==> config.mk <==
export PLATFORM = sky130hd
export DESIGN_NAME = sprite_rle_decoder_top
export DESIGN_NICKNAME = d
export VERILOG_FILES = /design/src/rtl/srle_pkg.sv /design/src/rtl/srle_in_stage.sv /design/src/rtl/srle_core.sv /design/src/rtl/srle_out_reg.sv /design/src/rtl/sprite_rle_decoder_top.sv
export SDC_FILE = /design/constraint.sdc
export NUM_CORES = 1
export LEC_CHECK = 0
export ABC_AREA = 1
export BUFFER_PORTS_ARGS = -buffer_cell sky130_fd_sc_hd__buf_4
export CORE_MARGIN = 2
export CORE_UTILIZATION = 50
export DETAILED_ROUTE_END_ITERATION = 8
export GPL_TIMING_DRIVEN = 0
export HOLD_SLACK_MARGIN = 0.03
export PLACE_DENSITY = 0.73
export SYNTH_ARGS = -nofsm -noshare
export SYNTH_HDL_FRONTEND = slang
export SYNTH_SLANG_ARGS = --single-unit
==> constraint.sdc <==
create_clock -name clk -period 4.7 [get_ports clk]
set_clock_uncertainty 0.1 [all_clocks]
set_input_delay 0.235 -clock clk [delete_from_list [all_inputs] [get_ports clk]]
set_output_delay 0.235 -clock clk [all_outputs]
set_load 0.05 [all_outputs]
==> src/rtl/srle_pkg.sv <==
// ---------------------------------------------------------------------------
// srle_pkg
// Types and byte codes shared by the sprite run-length decoder modules.
// ---------------------------------------------------------------------------
`timescale 1ns / 1ps

package srle_pkg;

	localparam logic [7:0] CODE_EOL   = 8'hff;
	localparam logic [7:0] CODE_COUNT = 8'hfe;
	localparam logic [7:0] CODE_SKIP  = 8'hfd;

	localparam logic [10:0] COL_MAX = 11'd2047;
	localparam logic [9:0]  ROW_MAX = 10'd1023;

	localparam logic REG_WIDTH  = 1'b0;
	localparam logic REG_HEIGHT = 1'b1;

	typedef enum logic [2:0] {
		MODE_LINE    = 3'd0,
		MODE_LIT     = 3'd1,
		MODE_RUN     = 3'd2,
		MODE_RUN_VAL = 3'd3,
		MODE_LIT_CNT = 3'd4,
		MODE_LIT_VAL = 3'd5,
		MODE_DONE    = 3'd7
	} mode_t;

	typedef enum logic [1:0] {
		EV_FILL  = 2'd0,
		EV_STRAY = 2'd1,
		EV_DONE  = 2'd2
	} event_t;

	typedef struct packed {
		logic [7:0] data_byte;
		logic       last_byte;
	} item_t;

	typedef struct packed {
		event_t      event_res;
		logic [19:0] run_start;
		logic [7:0]  run_length;
		logic [7:0]  colour;
	} result_t;

endpackage

==> src/rtl/srle_in_stage.sv <==
// ---------------------------------------------------------------------------
// srle_in_stage
// Input register: holds one compressed byte until the decoder takes it.
// ---------------------------------------------------------------------------
`timescale 1ns / 1ps

module srle_in_stage
	import srle_pkg::*;
(
	input  logic  clk,
	input  logic  arst_n,
	input  logic  s_tvalid,
	output logic  s_tready,
	input  item_t s_item,
	input  logic  take,
	output logic  valid_s1,
	output item_t item_s1
);

	assign s_tready = !valid_s1 || take;

	always_ff @(posedge clk or negedge arst_n) begin
		if (!arst_n) begin
			valid_s1 <= 1'b0;
		end else if (s_tready) begin
			valid_s1 <= s_tvalid;
		end
	end

	always_ff @(posedge clk) begin
		if (s_tready && s_tvalid) begin
			item_s1 <= s_item;
		end
	end

endmodule

==> src/rtl/srle_core.sv <==
// ---------------------------------------------------------------------------
// srle_core
// Parse state and counters; one byte per cycle while take is high, into at most one result.
// ---------------------------------------------------------------------------
`timescale 1ns / 1ps

module srle_core
	import srle_pkg::*;
(
	input  logic       clk,
	input  logic       arst_n,
	input  logic       take,
	input  item_t      item_s1,
	input  logic [9:0] image_width,
	input  logic [9:0] image_height,
	output logic       res_valid,
	output result_t    res
);

	mode_t       mode_q, mode_d;
	logic [10:0] column_q, column_d;
	logic [9:0]  row_q, row_d;
	logic [19:0] row_base_q, row_base_d;
	logic [7:0]  pending_q, pending_d;

	logic [7:0]  b;
	logic [19:0] here;
	logic [10:0] col_inc1;
	logic [11:0] col_sum;
	logic [10:0] col_incp;
	logic [9:0]  row_inc;
	logic [19:0] base_inc;
	logic        done_after_row;

	assign b        = item_s1.data_byte;
	assign here     = row_base_q + {9'd0, column_q};
	assign col_inc1 = (column_q == COL_MAX) ? COL_MAX : column_q + 11'd1;
	assign col_sum  = {1'b0, column_q} + {4'd0, pending_q};
	assign col_incp = (col_sum > {1'b0, COL_MAX}) ? COL_MAX : col_sum[10:0];
	assign row_inc  = (row_q < ROW_MAX) ? row_q + 10'd1 : row_q;
	assign base_inc = row_base_q + {10'd0, image_width};
	assign done_after_row = (row_inc >= image_height);

	always_comb begin
		mode_d     = mode_q;
		column_d   = column_q;
		row_d      = row_q;
		row_base_d = row_base_q;
		pending_d  = pending_q;
		res_valid  = 1'b0;
		res        = '{event_res: EV_FILL, run_start: 20'd0, run_length: 8'd0, colour: 8'd0};

		unique case (mode_q)
			MODE_LINE: begin
				if (row_q >= image_height) begin
					mode_d    = MODE_DONE;
					res_valid = 1'b1;
					res.event_res = EV_DONE;
				end else if (b == CODE_EOL) begin
					column_d   = 11'd0;
					row_d      = row_inc;
					row_base_d = base_inc;
					mode_d     = done_after_row ? MODE_DONE : MODE_LINE;
					res_valid  = done_after_row;
					res.event_res = EV_DONE;
				end else if (b == CODE_SKIP) begin
					mode_d = MODE_RUN;
				end else begin
					mode_d = MODE_LIT;
				end
			end
			MODE_RUN: begin
				if (b == CODE_EOL) begin
					column_d   = 11'd0;
					row_d      = row_inc;
					row_base_d = base_inc;
					mode_d     = done_after_row ? MODE_DONE : MODE_LINE;
					res_valid  = done_after_row;
					res.event_res = EV_DONE;
				end else begin
					pending_d = b;
					mode_d    = MODE_RUN_VAL;
				end
			end
			MODE_RUN_VAL, MODE_LIT_VAL: begin
				res_valid      = (b != CODE_SKIP) && (pending_q != 8'd0);
				res.event_res  = EV_FILL;
				res.run_start  = here;
				res.run_length = pending_q;
				res.colour     = b;
				column_d       = col_incp;
				mode_d         = (mode_q == MODE_RUN_VAL) ? MODE_RUN : MODE_LIT;
			end
			MODE_LIT: begin
				if (b == CODE_EOL) begin
					column_d   = 11'd0;
					row_d      = row_inc;
					row_base_d = base_inc;
					mode_d     = done_after_row ? MODE_DONE : MODE_LINE;
					res_valid  = done_after_row;
					res.event_res = EV_DONE;
				end else if (column_q == {1'b0, image_width}) begin
					res_valid     = 1'b1;
					res.event_res = EV_STRAY;
					res.run_start = here;
					res.colour    = b;
				end else if (b == CODE_COUNT) begin
					mode_d = MODE_LIT_CNT;
				end else if (b == CODE_SKIP) begin
					column_d = col_inc1;
				end else begin
					res_valid      = 1'b1;
					res.event_res  = EV_FILL;
					res.run_start  = here;
					res.run_length = 8'd1;
					res.colour     = b;
					column_d       = col_inc1;
				end
			end
			MODE_LIT_CNT: begin
				pending_d = b;
				mode_d    = MODE_LIT_VAL;
			end
			default: begin
				mode_d = mode_q;
			end
		endcase

		if (item_s1.last_byte) begin
			mode_d     = MODE_LINE;
			column_d   = 11'd0;
			row_d      = 10'd0;
			row_base_d = 20'd0;
			pending_d  = 8'd0;
		end
	end

	always_ff @(posedge clk or negedge arst_n) begin
		if (!arst_n) begin
			mode_q     <= MODE_LINE;
			column_q   <= 11'd0;
			row_q      <= 10'd0;
			row_base_q <= 20'd0;
			pending_q  <= 8'd0;
		end else if (take) begin
			mode_q     <= mode_d;
			column_q   <= column_d;
			row_q      <= row_d;
			row_base_q <= row_base_d;
			pending_q  <= pending_d;
		end
	end

endmodule

==> src/rtl/srle_out_reg.sv <==
// ---------------------------------------------------------------------------
// srle_out_reg
// Result register on the master side; holds a result while the sink stalls.
// ---------------------------------------------------------------------------
`timescale 1ns / 1ps

module srle_out_reg
	import srle_pkg::*;
(
	input  logic    clk,
	input  logic    arst_n,
	input  logic    load,
	input  logic    res_valid,
	input  result_t res,
	output logic    free,
	output logic    m_tvalid,
	input  logic    m_tready,
	output result_t res_q
);

	assign free = !m_tvalid || m_tready;

	always_ff @(posedge clk or negedge arst_n) begin
		if (!arst_n) begin
			m_tvalid <= 1'b0;
		end else if (free) begin
			m_tvalid <= load && res_valid;
		end
	end

	always_ff @(posedge clk) begin
		if (free && load && res_valid) begin
			res_q <= res;
		end
	end

endmodule

==> src/rtl/sprite_rle_decoder_top.sv <==
// ---------------------------------------------------------------------------
// sprite_rle_decoder_top
// Run-length decoder for compressed sprite rows, one byte per cycle when not stalled.
// ---------------------------------------------------------------------------
// Slave channel s_*: one compressed byte per request in s_tdata, s_tlast on the
// final byte of a sprite; parse state returns to line start after that byte.
// Master channel m_*: at most one result per byte; m_tuser is the event kind
// (fill run, stray byte, image complete), m_tdata the run start address,
// length and colour.
// Configuration: cfg_we with cfg_addr 0 (width) or 1 (height) and cfg_data;
// values above MAX_DIM are clamped. Write only while the block is idle.
// An accepted byte sits in the input register, is decoded by the core and, once
// the output register is free, its result is registered there for the master side.
// Throughput is one byte per cycle while the master side does not stall, with mode,
// column, row and row base all updated together for each byte.
// A byte with no result simply leaves no request on the master side.
// Reset clears the parse state and the valid bits of both registers, so the pipeline empties; width and
// height return to 320 and 200. When m_tready is low the held result stays
// and the input register fills, then s_tready drops until the sink takes it.
// ---------------------------------------------------------------------------
`timescale 1ns / 1ps

module sprite_rle_decoder_top
	import srle_pkg::*;
#(
	parameter int MAX_DIM = 1023
) (
	input  logic        clk,
	input  logic        arst_n,
	input  logic        s_tvalid,
	output logic        s_tready,
	input  logic [7:0]  s_tdata,   // [7:0] data_byte
	input  logic        s_tlast,   // last_byte
	output logic        m_tvalid,
	input  logic        m_tready,
	output logic [39:0] m_tdata,   // [19:0] run_start, [27:20] run_length, [35:28] colour
	output logic [1:0]  m_tuser,   // [1:0] event_res
	input  logic        cfg_we,
	input  logic        cfg_addr,
	input  logic [9:0]  cfg_data
);

	localparam logic [11:0] DIM_LIMIT = 12'(MAX_DIM);
	localparam logic [9:0]  WIDTH_RST = 10'd320;
	localparam logic [9:0]  HEIGHT_RST = 10'd200;

	function automatic logic [9:0] clamp_dim(input logic [9:0] v);
		return ({2'b00, v} > DIM_LIMIT) ? DIM_LIMIT[9:0] : v;
	endfunction

	logic [9:0] image_width_q;
	logic [9:0] image_height_q;
	item_t      s_item;
	logic       valid_s1;
	item_t      item_s1;
	logic       free;
	logic       take;
	logic       res_valid;
	result_t    res;
	result_t    res_q;

	always_ff @(posedge clk or negedge arst_n) begin
		if (!arst_n) begin
			image_width_q  <= clamp_dim(WIDTH_RST);
			image_height_q <= clamp_dim(HEIGHT_RST);
		end else if (cfg_we) begin
			unique case (cfg_addr)
				REG_WIDTH:  image_width_q  <= clamp_dim(cfg_data);
				REG_HEIGHT: image_height_q <= clamp_dim(cfg_data);
				default:    image_width_q  <= image_width_q;
			endcase
		end
	end

	assign take = valid_s1 && free;
	assign s_item = '{data_byte: s_tdata, last_byte: s_tlast};

	srle_in_stage u_in (
		.clk      (clk),
		.arst_n   (arst_n),
		.s_tvalid (s_tvalid),
		.s_tready (s_tready),
		.s_item   (s_item),
		.take     (take),
		.valid_s1 (valid_s1),
		.item_s1  (item_s1)
	);

	srle_core u_core (
		.clk          (clk),
		.arst_n       (arst_n),
		.take         (take),
		.item_s1      (item_s1),
		.image_width  (image_width_q),
		.image_height (image_height_q),
		.res_valid    (res_valid),
		.res          (res)
	);

	srle_out_reg u_out (
		.clk       (clk),
		.arst_n    (arst_n),
		.load      (take),
		.res_valid (res_valid),
		.res       (res),
		.free      (free),
		.m_tvalid  (m_tvalid),
		.m_tready  (m_tready),
		.res_q     (res_q)
	);

	assign m_tdata = {4'd0, res_q.colour, res_q.run_length, res_q.run_start};
	assign m_tuser = res_q.event_res;

endmodule

Word level (Yosys, flattened, before mapping)
Cells that the tools add are included.

storage, ports and cells
  bits in writable memories = 0
  bits in registers = 121
  memories = 0
  logic and storage cells = 115
  ROM bits = 0
  bits in latches = 0

cells by class
  $add $sub $neg = 5
  multiplexer cells = 50
  bitwise logic cells = 1
  reductions and logical operators = 24
  shift operators = 0
  order comparisons = 4
  equal/unequal tests = 16
  $mul = 0
  div/mod/pow operators = 0

operators by type and width
  kind                                                                                count
  11-bit 2-to-1 mux                                                                   8
  36-bit 2-to-1 mux                                                                   2
  36-bit one-hot mux with 2 select lines                                              1
  20-bit 2-to-1 mux                                                                   3
  11-bit one-hot mux with 4 select lines                                              1
  10-bit 2-to-1 mux                                                                   4
  20-bit one-hot mux with 2 select lines                                              1
  38-bit 2-to-1 mux                                                                   1
  8-bit 2-to-1 mux                                                                    4
  8-bit == test (second input constant)                                               3
  3-bit 2-to-1 mux                                                                    8
  22-bit 2-to-1 mux                                                                   1
  20-bit by 10-bit adder with 20-bit output                                           1
  20-bit by 11-bit adder with 20-bit output                                           1
  10-bit greater-or-equal comparator                                                  2
  10-bit one-hot mux with 2 select lines                                              1
  8-bit one-hot mux with 2 select lines                                               1
  3-bit one-hot mux with 5 select lines                                               1
  11-bit by 8-bit adder with 12-bit output                                            1
  12-bit by 11-bit greater-than comparator with 1-bit output (second input constant)  1
  11-bit by 1-bit adder with 11-bit output (second input constant)                    1
  11-bit by 10-bit == test with 1-bit output                                          1
  11-bit == test (second input constant)                                              1
  10-bit by 1-bit adder with 10-bit output (second input constant)                    1
  26 further kinds                                                                    50

Logic depth before layout (Yosys ltp)
Gate-level depths: netlist (run 1).

  word-level depth = 8
  gate-level depth with buffers = 19
  depth with buffers taken out = 19

Modules after synthesis
From an unflattened synthesis (run 1), not the netlist that was laid out.

unflattened totals
  cell total of the unflattened synthesis = 1139
  area total of the unflattened synthesis = 8479.4 µm²

by module, submodules not included
  module                  times used  area an instance (µm²)  seq. area each (µm²)  cells each
  srle_core               1           6113.4                  1301.2                986
  srle_out_reg            1           1186.1                  1166.1                44
  sprite_rle_decoder_top  1           864.6                   506.7                 94
  srle_in_stage           1           315.3                   295.3                 15

Worst setup path before layout (run 1)
Ideal clock, no wire load.

  path type = register -> register
  start = reg u_core.row_q[1]
  end = reg u_out.res_q[0] (netlist name)
  period minus slack after synthesis = 3400 ps
  cell stages (with the launch flop) = 20
  path buffers = 0
  path slack = 1300 ps
  arrival = 2908 ps
  library setup time = 393 ps
  path through = dfrtp_1 ha_1 nand3_1 nor3_1 nand3_1 nand3_1 nor2_1 nand2_1 and2_1 ha_1 nand2_1 inv_1 nand2_1 nand2_1 nand2_1 nand4_1 nand3_1 nand3b_1 nand2_1 inv_1

on the way
  cells in the longest elaborated chain, start to end = 7
  elaborated cells between the ends (all ways) = 10

ends and longest elaborated chain
  element                                                                                 RTL line                          source
  start: declaration                                                                      srle_core.sv:22                   logic [9:0] row_q, row_d;
  start signal: assignment                                                                srle_core.sv:148                  row_q <= row_d;
  10-bit by 1-bit adder with 10-bit output / 10-bit < comparator (equally long branches)  srle_core.sv:40                   assign row_inc = (row_q < ROW_MAX) ? row_q + 10'd1 : row_q;
  10-bit 2-to-1 mux                                                                       srle_core.sv:40
  10-bit greater-or-equal comparator                                                      srle_core.sv:42                   assign done_after_row = (row_inc >= image_height);
  1-bit 2-to-1 mux                                                                        srle_core.sv:59, srle_core.sv:73
  1-bit 2-to-1 mux                                                                        srle_core.sv:55                   if (row_q >= image_height) begin
  1-bit one-hot mux with 4 select lines (*)                                               srle_core.sv:53                   unique case (mode_q)
  1-bit logical AND (*)                                                                   srle_out_reg.sv:32                if (free && load && res_valid) begin

Every way passes the cells marked *; elsewhere a longest branch is shown, timed or not.
A chain may end at the register's enable or synchronous reset.

Worst setup path after layout (run 1)
  start = reg u_core.row_q[1]
  end = reg u_out.res_q[31] (netlist name)

on the way
  cells in the longest elaborated chain, start to end = 7
  elaborated cells between the ends (all ways) = 10

ends and longest elaborated chain
  element                                                                                 RTL line
  10-bit by 1-bit adder with 10-bit output / 10-bit < comparator (equally long branches)  srle_core.sv:40
  10-bit 2-to-1 mux                                                                       srle_core.sv:40
  10-bit greater-or-equal comparator                                                      srle_core.sv:42
  1-bit 2-to-1 mux                                                                        srle_core.sv:59, srle_core.sv:73
  1-bit 2-to-1 mux                                                                        srle_core.sv:55
  1-bit one-hot mux with 4 select lines (*)                                               srle_core.sv:53
  1-bit logical AND (*)                                                                   srle_out_reg.sv:32

Marks and branches as above.

==> flow_metrics.tcl, run 1 <==
set metrics [dict create \
    p_comb_share_pct 34.0 \
    antenna_cells 0 \
    ios 69 \
    start_util_pct 51.1 \
    worstSetupPathType "reg2reg" \
    overflow 0 \
    grt.total_usage_pct 25.1 \
    worstSkewPairLatency_ns 0.42 \
    first_global_vias 7265 \
    coreArea_um2 16500 \
    fin_nets 1366 \
    drtIter0Drc 701 \
    cp_max_fo 25 \
    cts_setup_buffers 0 \
    path_clk_slew_ns 0.06 \
    ys_warn_count 0 \
    wl_met2_um 9840 \
    synth_cells 1177 \
    cellLeakagePower_uw 0.00527 \
    grt_pass1_wl_um 35800 \
    rsz0062_at_grt "false" \
    slew_headroom_pct 33.6 \
    place_congestion 0.937 \
    synth_flop_cell "dfrtp_1" \
    die_y_um 134 \
    finalCritPeriodShare_pct 81.2 \
    drc 0 \
    avgSynthCellArea_um2 7.18 \
    tns_ns 0 \
    fill_cells 1506 \
    p_per_area_nw_per_um2 407 \
    drt-met1-wl_um 10100 \
    synthTopCellsByArea "dfrtp_1, nand2_1, edfxtp_1, ha_1, inv_1" \
    reg2reg_depth 20 \
    top_layer "met4" \
    cts_tree "built" \
    final-max-slew-violation-count 0 \
    rows 47 \
    critPathCaptureType "register" \
    yosysMostFrequentCell "nand2_1" \
    hold_ws_ns 0.253 \
    netlist-cell-type-count 45 \
    antenna_found_initial 0 \
    p_sw_uw 1580 \
    synth_edf_count 47 \
    async_flop_share_pct 61.2 \
    hold_depth 5 \
    grt_start_max_net_pins 75 \
    worstPathArrival_ns 3.84 \
    p_int_uw 2510 \
    drt_wl_total_um 21800 \
    min_period_ns 3.82 \
    final_antenna_net_count 0 \
    wire_per_inst_um 14.3 \
    dieWidth_um 134 \
    cts_hold_buf 23 \
    vias_per_cell 5.25 \
    syn_area_um2 8450 \
    clkSinkCount 121 \
    synth-seq-cells 121 \
    vias 7973 \
    status "complete, no violations" \
    cts-root-buf "clkbuf_16" \
    seq_area_um2 3270 \
    holdCritPathClass "in2reg" \
    drv_cap 0 \
    synth.top_cells.by_count "nand2_1, inv_1, nand3_1" \
    final_util_pct 60.9 \
    fmax_mhz 262 \
    finalHoldViolCount 0 \
    crit_required_ns 4.73 \
    setup_violations 0 \
    ys_seq_area_share_pct 38.7 \
    multi_input_area_um2 4330 \
    area_growth_pct 19.0 \
    drive_above_1_share_pct 11.7 \
    dr_wl_met3_um 1380 \
    ir_drop_uv 260 \
    swShare_pct 38.6 \
    io_buffer_count 64 \
    postCtsResizedCells 0 \
    tightest_slew_ns 0.995 \
    yosys.area.top_type "dfrtp_1" \
    synth_top_area_share_pct 20.4 \
    pwr-share-seq_pct 34.6 \
    cp-start-kind "register" \
    clock_path_buffers 2 \
    dp_hpwl_um 16200 \
    cts_max_level 4 \
    cts_buffers 17 \
    clock_power_share_pct 31.5 \
    drt_pass1_iterations 5 \
    die-area_um2 18000 \
]
[cell type report]
type                    instances  area share (%)
clock inverters                14            1.52
flip-flops and latches        121            32.5
clock buffers                  18            4.27
plain buffers                  28            1.73
inverters                     181            6.83
well taps                     220            2.74
multi-input cells             850            43.1
repair buffers                 88            7.34
[sequential cells by signal, indices dropped and copies added (netlist names)]
signal,flops
image_height_q,10
image_width_q,10
u_core.column_q,11
u_core.mode_q,3
u_core.pending_q,8
u_core.row_base_q,20
u_core.row_q,10
u_in.item_s1,9
u_in.valid_s1,1
u_out.m_tvalid,1
u_out.res_q,38
[metrics by stage]
stage	setup WS, ns	total power [uW]	cells	cell area [um^2]
4_1_cts	0.895	4110	1520	10100
3_3_place_gp	0.552	2760	1464	9220
6_report	0.884	4090	1520	10100
3_5_place_dp	0.903	2790	1465	9250
5_1_grt	0.507	4320	1520	10100
2_1_floorplan	1.30	2380	1180	8460
[worst paths after layout]
| path | start | end | slack [ns] |
|---|---|---|---|
| max | u_core.row_q[1] | u_out.res_q[31] | 0.88 |
| min | cfg_we | image_height_q[3] | 0.25 |
| max reg2reg | u_core.row_q[1] | u_out.res_q[31] | 0.88 |
| min reg2reg | image_height_q[1] | image_height_q[1] | 0.38 |
| max in group asynchronous | arst_n | u_core.column_q[8] | 3.44 |
| min in group asynchronous | arst_n | u_core.row_base_q[15] | 0.41 |
[layer usage]
layer | vias to the layer above | GRT usage [%]
met2 | 251 | 39.3
met5 | - | 0
met1 | 3676 | 35.5
met3 | 41 | 4.27
li1 | 4005 | -
met4 | 0 | 8.63
[power groups by stage]
| stage | clock network, uW | logic, uW | registers [uW] |
|---|---|---|---|
| floorplan | 0 | 729 | 1660 |
| global placement | 0 | 1330 | 1430 |
| detailed placement | 0 | 1360 | 1430 |
| CTS | 1300 | 1390 | 1410 |
| global route | 1350 | 1540 | 1430 |
| finish | 1290 | 1390 | 1420 |
[logic make-up after synthesis]
logic type	after synthesis	share of synthesized area, %
AOI/OAI and AO/OA	141	8.97
adders and majority gates	54	8.26
and+or+nand+nor	628	31.5
xor gates and xnor gates	23	2.38
other	1	0.0444
DFF	121	38.7
buffers and inverters	209	10.2
[critical path, stage by stage, from the launching register on]
cell      delay [ns]
dfrtp_1         0.41
ha_1            0.27
nand3_1         0.13
nor3_1          0.33
nand3_1         0.25
nand3_1         0.15
nor2_1          0.05
nand2_1         0.07
and2_1          0.13
ha_1            0.11
nand2_1         0.06
inv_1           0.05
nand2_1         0.04
nand2_1         0.05
nand2_1         0.07
nand4_1         0.20
nand3_1         0.11
nand3b_1        0.09
nand2_1         0.08
inv_1           0.48
buf_16          0.25
[cells in the final DEF (no fill, tap or decap), types with 17 or more instances in the layout]
cell           synthesis  final
nand4_1               18     18
nand2_1              384    384
nand3_1              109    109
clkbuf_16              0     17
ha_1                  51     51
dlygate4sd3_1          0     23
dfrtp_1               69     69
a21oi_1               44     44
buf_4                  8     72
nor2_1                76     76
edfxtp_1              47     47
o21ai_1               19     19
inv_1                170    170
o21ai_0               63     63
(Power assumes the default switching activity.)
==> inputs of run 2 (changes only) <==
- PLACE_DENSITY: 0.73 -> 0.76
- clock period: 4.7 -> 3.3 ns (I/O delays scaled with it)
==> run 2 against run 1 <==
Against the previous run:
- die area unchanged
- global-route usage grew 0.90 points
- sequential power increased by 42%
- largest power group is now combinational cells
==> flow_metrics.tcl, run 2 (synthesis results as in run 1) <==
set metrics [dict create \
    layout_commonest_cell "nand2_1" \
    final_antenna_net_count 0 \
    critPathCaptureType "register" \
    worstSkewPairLatency_ns 0.43 \
    area_growth_pct 23.1 \
    crit_required_ns 3.39 \
    holdCritPathClass "in2reg" \
    cts-root-buf "clkbuf_16" \
    grt_start_max_net_pins 75 \
    status "complete, no violations" \
    clock_path_buffers 2 \
    cts_max_level 4 \
    cp_max_fo 5 \
    cts_tree "built" \
    worstPathArrival_ns 3.33 \
    finalCritPeriodShare_pct 98.0 \
    largest_reg_flops 38 \
    worst_slack_ns 0.0645 \
    setup_violations 0 \
    drive_above_1_share_pct 15.1 \
    fmax_mhz 309 \
    wl_met2_um 10800 \
    top_layer "met4" \
    min_period_ns 3.24 \
    coreArea_um2 16500 \
    vias 8120 \
    fin_cells 1539 \
    antenna_cells 0 \
    worstSetupPathType "reg2reg" \
    die_y_um 134 \
    final_util_pct 63.0 \
    grt_pass1_wl_um 36800 \
    overflow 0 \
    cp-start-kind "register" \
    cts_buffers 17 \
    start_util_pct 51.1 \
    grt.total_usage_pct 26.0 \
    antenna_found_initial 0 \
    dp_hpwl_um 16300 \
    dieWidth_um 134 \
    slew_headroom_pct 32.5 \
    reg_top3 "u_out.res_q x38, u_core.row_base_q x20, u_core.column_q x11" \
    final-max-slew-violation-count 0 \
    tns_ns 0 \
    p_per_area_nw_per_um2 575 \
    drtIter0Drc 628 \
    drv_cap 0 \
    layout_common_cells "nand2_1, inv_1, nand3_1, buf_4, nor2_1" \
    fin_nets 1385 \
    rsz0062_at_grt "true" \
    drt_pass1_iterations 5 \
    first_global_vias 7538 \
    hold_ws_ns 0.183 \
    place_congestion 0.927 \
    drt-met1-wl_um 9930 \
    tightest_slew_ns 1.01 \
    wire_per_inst_um 15.0 \
    finalHoldViolCount 0 \
    drc 0 \
    cellLeakagePower_uw 0.00541 \
    clkSinkCount 121 \
    rows 47 \
    largest-register "u_out.res_q" \
    ir_drop_uv 459 \
    dr_wl_met3_um 1840 \
    die-area_um2 18000 \
    ios 69 \
    drt_wl_total_um 23000 \
    io_buffer_count 64 \
    place_inst 1464 \
    post-place-ws_ns -0.695 \
    path_clk_slew_ns 0.05 \
    vias_per_cell 5.28 \
]
run 2: cell count changes in the layout (fill, tap and decap cells not counted), sizes merged:
cell / change
dlygate4sd3: +1
inv: -1
clkinvlp: -2
clkbuf: +2
buf: +15
clkinv: +4
run 2: layer usage:
layer	GRT usage, %	vias to the layer above
met5	0	-
met2	42.7	306
li1	-	4047
met3	6.05	33
met1	34.3	3734
met4	8.16	0
run 2: power by group:
part	internal [uW]	total [uW]	switching, uW
logic	725	2170	1450
registers	1850	2020	168
clock network	1100	1790	695
total	3670	5980	2310
run 2: final cells by class:
cell class	count	area, um^2
fillers	1435	6120
multi-input cells	850	4480
flip-flops and latches	121	3280
repair buffers	106	936
inverters	181	691
clock buffers	18	429
well taps	220	275
plain buffers	28	174
clock inverters	14	133
repair inverters	1	7.51
run 2: path summary, 6_finish.rpt:
| check | startpoint | end | slack [ns] | cells after the start |
|---|---|---|---|---|
| worst max register to register | u_core.row_q[0] | u_out.res_q[32] | 0.06 | 21 |
| min in group asynchronous | arst_n | u_core.row_base_q[16] | 0.35 | 2 |
| worst min-delay path | cfg_we | image_width_q[1] | 0.18 | 4 |
| max in group asynchronous | arst_n | u_core.row_q[3] | 2.03 | 2 |
| worst min register to register | image_height_q[5] | image_height_q[5] | 0.38 | 2 |
| worst max-delay path | u_core.row_q[0] | u_out.res_q[32] | 0.06 | 21 |
run 2: through the flow:
stage | power, uW | instance area [um^2]
detailed placement | 3950 | 9230
global placement | 3920 | 9230
floorplan | 3400 | 8470
global route | 6290 | 10400
CTS | 5830 | 10100
finish | 5980 | 10400
run 2: critical path, cell delays in order, from the launching register on:
cell	delay, ns
dfrtp_1	0.43
ha_4	0.18
nand3_4	0.09
nor3_4	0.24
nand3_2	0.16
nand3_2	0.12
nor2_1	0.05
nand2_1	0.07
and2_4	0.15
ha_4	0.19
nand2_4	0.07
inv_2	0.03
nand2_2	0.04
nand2_2	0.05
nand2_2	0.07
nand4_1	0.15
nand3_1	0.12
nand3b_1	0.15
nand2_4	0.14
clkinvlp_4	0.10
buf_12	0.15
clkbuf_16	0.15
run 2: what timing repair did:
action	4_1_cts	5_1_grt
endpoints found under the setup margin	38	38
hold endpoints to repair	100	0
hold buffers	24	0
resized for setup	6	35
pin swaps	2	18
gates cloned	1	3
buffers inserted	6	9
==> inputs of run 3 (changes only) <==
- PLACE_DENSITY: 0.76 -> 0.73
- RECOVER_POWER: unset -> 25
- clock period: 3.3 -> 3.13 ns (I/O delays scaled with it)
==> run 3 against run 2 <==
Against the previous run:
- the run now ends with setup timing left
- critical path depth fell by 1
- die area stayed put
- non-clock buffer count unchanged
- sequential power grew 5%
- critical path type unchanged
- highest routed layer unchanged
==> flow_metrics.tcl, run 3 (synthesis results as in run 1) <==
set metrics [dict create \
    status "finished with violations" \
    violations "setup timing" \
    path_cells "ha_4, nand3_4, nor3_4, nand3_2, nand3_2, nor2_1, nand2_1, and2_4, ha_4, nand2_2, inv_2, nand2_2, nand2_2, nand2_2, nand4_1, nand3_1, nand3b_1, nand2_4, clkinvlp_4, buf_12" \
    worstPathArrival_ns 3.35 \
    rows 47 \
    hold_depth 5 \
    grt_start_max_net_pins 75 \
    cellLeakagePower_uw 0.00542 \
    area_growth_pct 23.0 \
    layout_common_cells "nand2_1, inv_1, nand3_1, nor2_1, buf_4" \
    dpl_cell_area_um2 9240 \
    cp_max_fo 10 \
    antenna_found_initial 0 \
    reg2reg_depth 20 \
    drtIter0Drc 585 \
    finalCritPeriodShare_pct 104 \
    final_antenna_net_count 0 \
    io_buffer_count 64 \
    slew_headroom_pct 33.2 \
    grt_pass1_wl_um 35300 \
    drv_cap 0 \
    fin_area_um2 10400 \
    tightest_slew_ns 1.00 \
    drive_above_1_share_pct 15.2 \
    vias_per_cell 5.19 \
    clkSinkCount 121 \
    cts-root-buf "clkbuf_16" \
    die-area_um2 18000 \
    largest_reg_flops 38 \
    fill_cells 1434 \
    die_y_um 134 \
    worstSkewPairLatency_ns 0.43 \
    path_clk_slew_ns 0.06 \
    vias 7990 \
    ir_drop_uv 424 \
    fin_cells 1539 \
    cpMostUsedCell "nand2_2" \
    layout_commonest_cell "nand2_1" \
    drt_wl_total_um 22400 \
    cts_buffers 17 \
    coreArea_um2 16500 \
    cp-start-kind "register" \
    rsz0062_at_grt "true" \
    cp-startpoint "u_core.row_q[1]" \
    r2r_start "u_core.row_q[1]" \
    cts_max_level 4 \
    overflow 0 \
    holdCritPathClass "in2reg" \
    hold_ws_ns 0.170 \
    wire_per_inst_um 14.6 \
    drc 0 \
    start_util_pct 51.1 \
    first_global_vias 7184 \
    final_util_pct 62.9 \
    hp-start "cfg_we" \
    fin_nets 1385 \
    dieWidth_um 134 \
    antenna_cells 0 \
    reg2reg_slack_ns -0.13 \
    slowest_delay_ns 0.44 \
    clock_path_buffers 2 \
    critPathCaptureType "register" \
    drt_pass1_iterations 5 \
    p_per_area_nw_per_um2 603 \
    reg_top3 "u_out.res_q x38, u_core.row_base_q x20, u_core.column_q x11" \
    min_period_ns 3.26 \
    finalHoldViolCount 0 \
    dp_hpwl_um 16200 \
    cp_slowest_cell "dfrtp_1" \
    largest-register "u_out.res_q" \
    ios 69 \
    place_inst 1464 \
    worst_slack_ns -0.134 \
    crit_required_ns 3.22 \
    place_congestion 0.960 \
    worstSetupPathType "reg2reg" \
    cts_tree "built" \
    setup_violations 38 \
    fmax_mhz 306 \
    final-max-slew-violation-count 0 \
    grt.total_usage_pct 25.2 \
]
-- run 3: cell types whose count changed in the layout (fill, tap and decap cells not counted), sizes merged --
cell	before	now
buf	101	90
clkbuf	27	40
clkinv	12	7
clkinvlp	5	7
dlygate4sd3	24	22
inv	177	180
-- run 3: area by class of cell --
class	count	area (um^2)	share of cell area, %
Buffer	28	174	1.67
Clock buffer	18	439	4.22
Clock inverter	14	148	1.42
Inverter	181	691	6.64
Multi-Input combinational cell	850	4480	43.1
Sequential cell	121	3270	31.5
Tap cell	220	275	2.65
Timing Repair Buffer	106	905	8.70
Timing Repair inverter	1	7.51	0.0722
-- run 3: where the power goes --
part,switching (uW),internal (uW)
clock,777,1190
sequential,180,1950
combinational,1460,702
total,2420,3850
-- run 3: what timing repair did --
item                       CTS  global route
gates resized for setup     10            26
setup endpoints to repair   38            38
pin swaps                    3            12
cloned                       1             2
hold buffers                22             0
hold endpoints to repair   100             0
buffers inserted             7            11
-- run 3: final timing paths --
kind	end
max in group asynchronous	u_core.row_q[0]
worst min-delay path	image_height_q[7]
min in group asynchronous	u_core.row_base_q[16]
worst min register to register	image_height_q[1]
worst max-delay path	u_out.res_q[3]
worst max register to register	u_out.res_q[3]
-- run 3: critical path: cells and delay by family (launching register included) --
kind | cells | cell delay (ns)
DFF | 1 | 0.44
adders and majority gates | 2 | 0.37
and+or+nand+nor | 15 | 1.71
buffers and inverters | 3 | 0.38
-- run 3: through the flow --
| stage | total power, uW | setup TNS, ns | setup slack [ns] |
|---|---|---|---|
| floorplan | 3590 | -4.85 | -0.128 |
| global placement | 4130 | -26.19 | -0.694 |
| detailed placement | 4160 | -27.47 | -0.727 |
| CTS | 6210 | 0 | 0.00573 |
| global route | 6600 | -9.95 | -0.297 |
| finish | 6270 | -4.21 | -0.134 |
-- run 3: metal layers --
metal | up-vias | part of all wire [%] | GRT usage [%]
met4 | 0 | 2.1 | 8.92
met3 | 38 | 6.9 | 4.57
li1 | 4045 | - | -
met1 | 3642 | 46 | 35.1
met2 | 265 | 45 | 39.4
met5 | - | 0 | 0
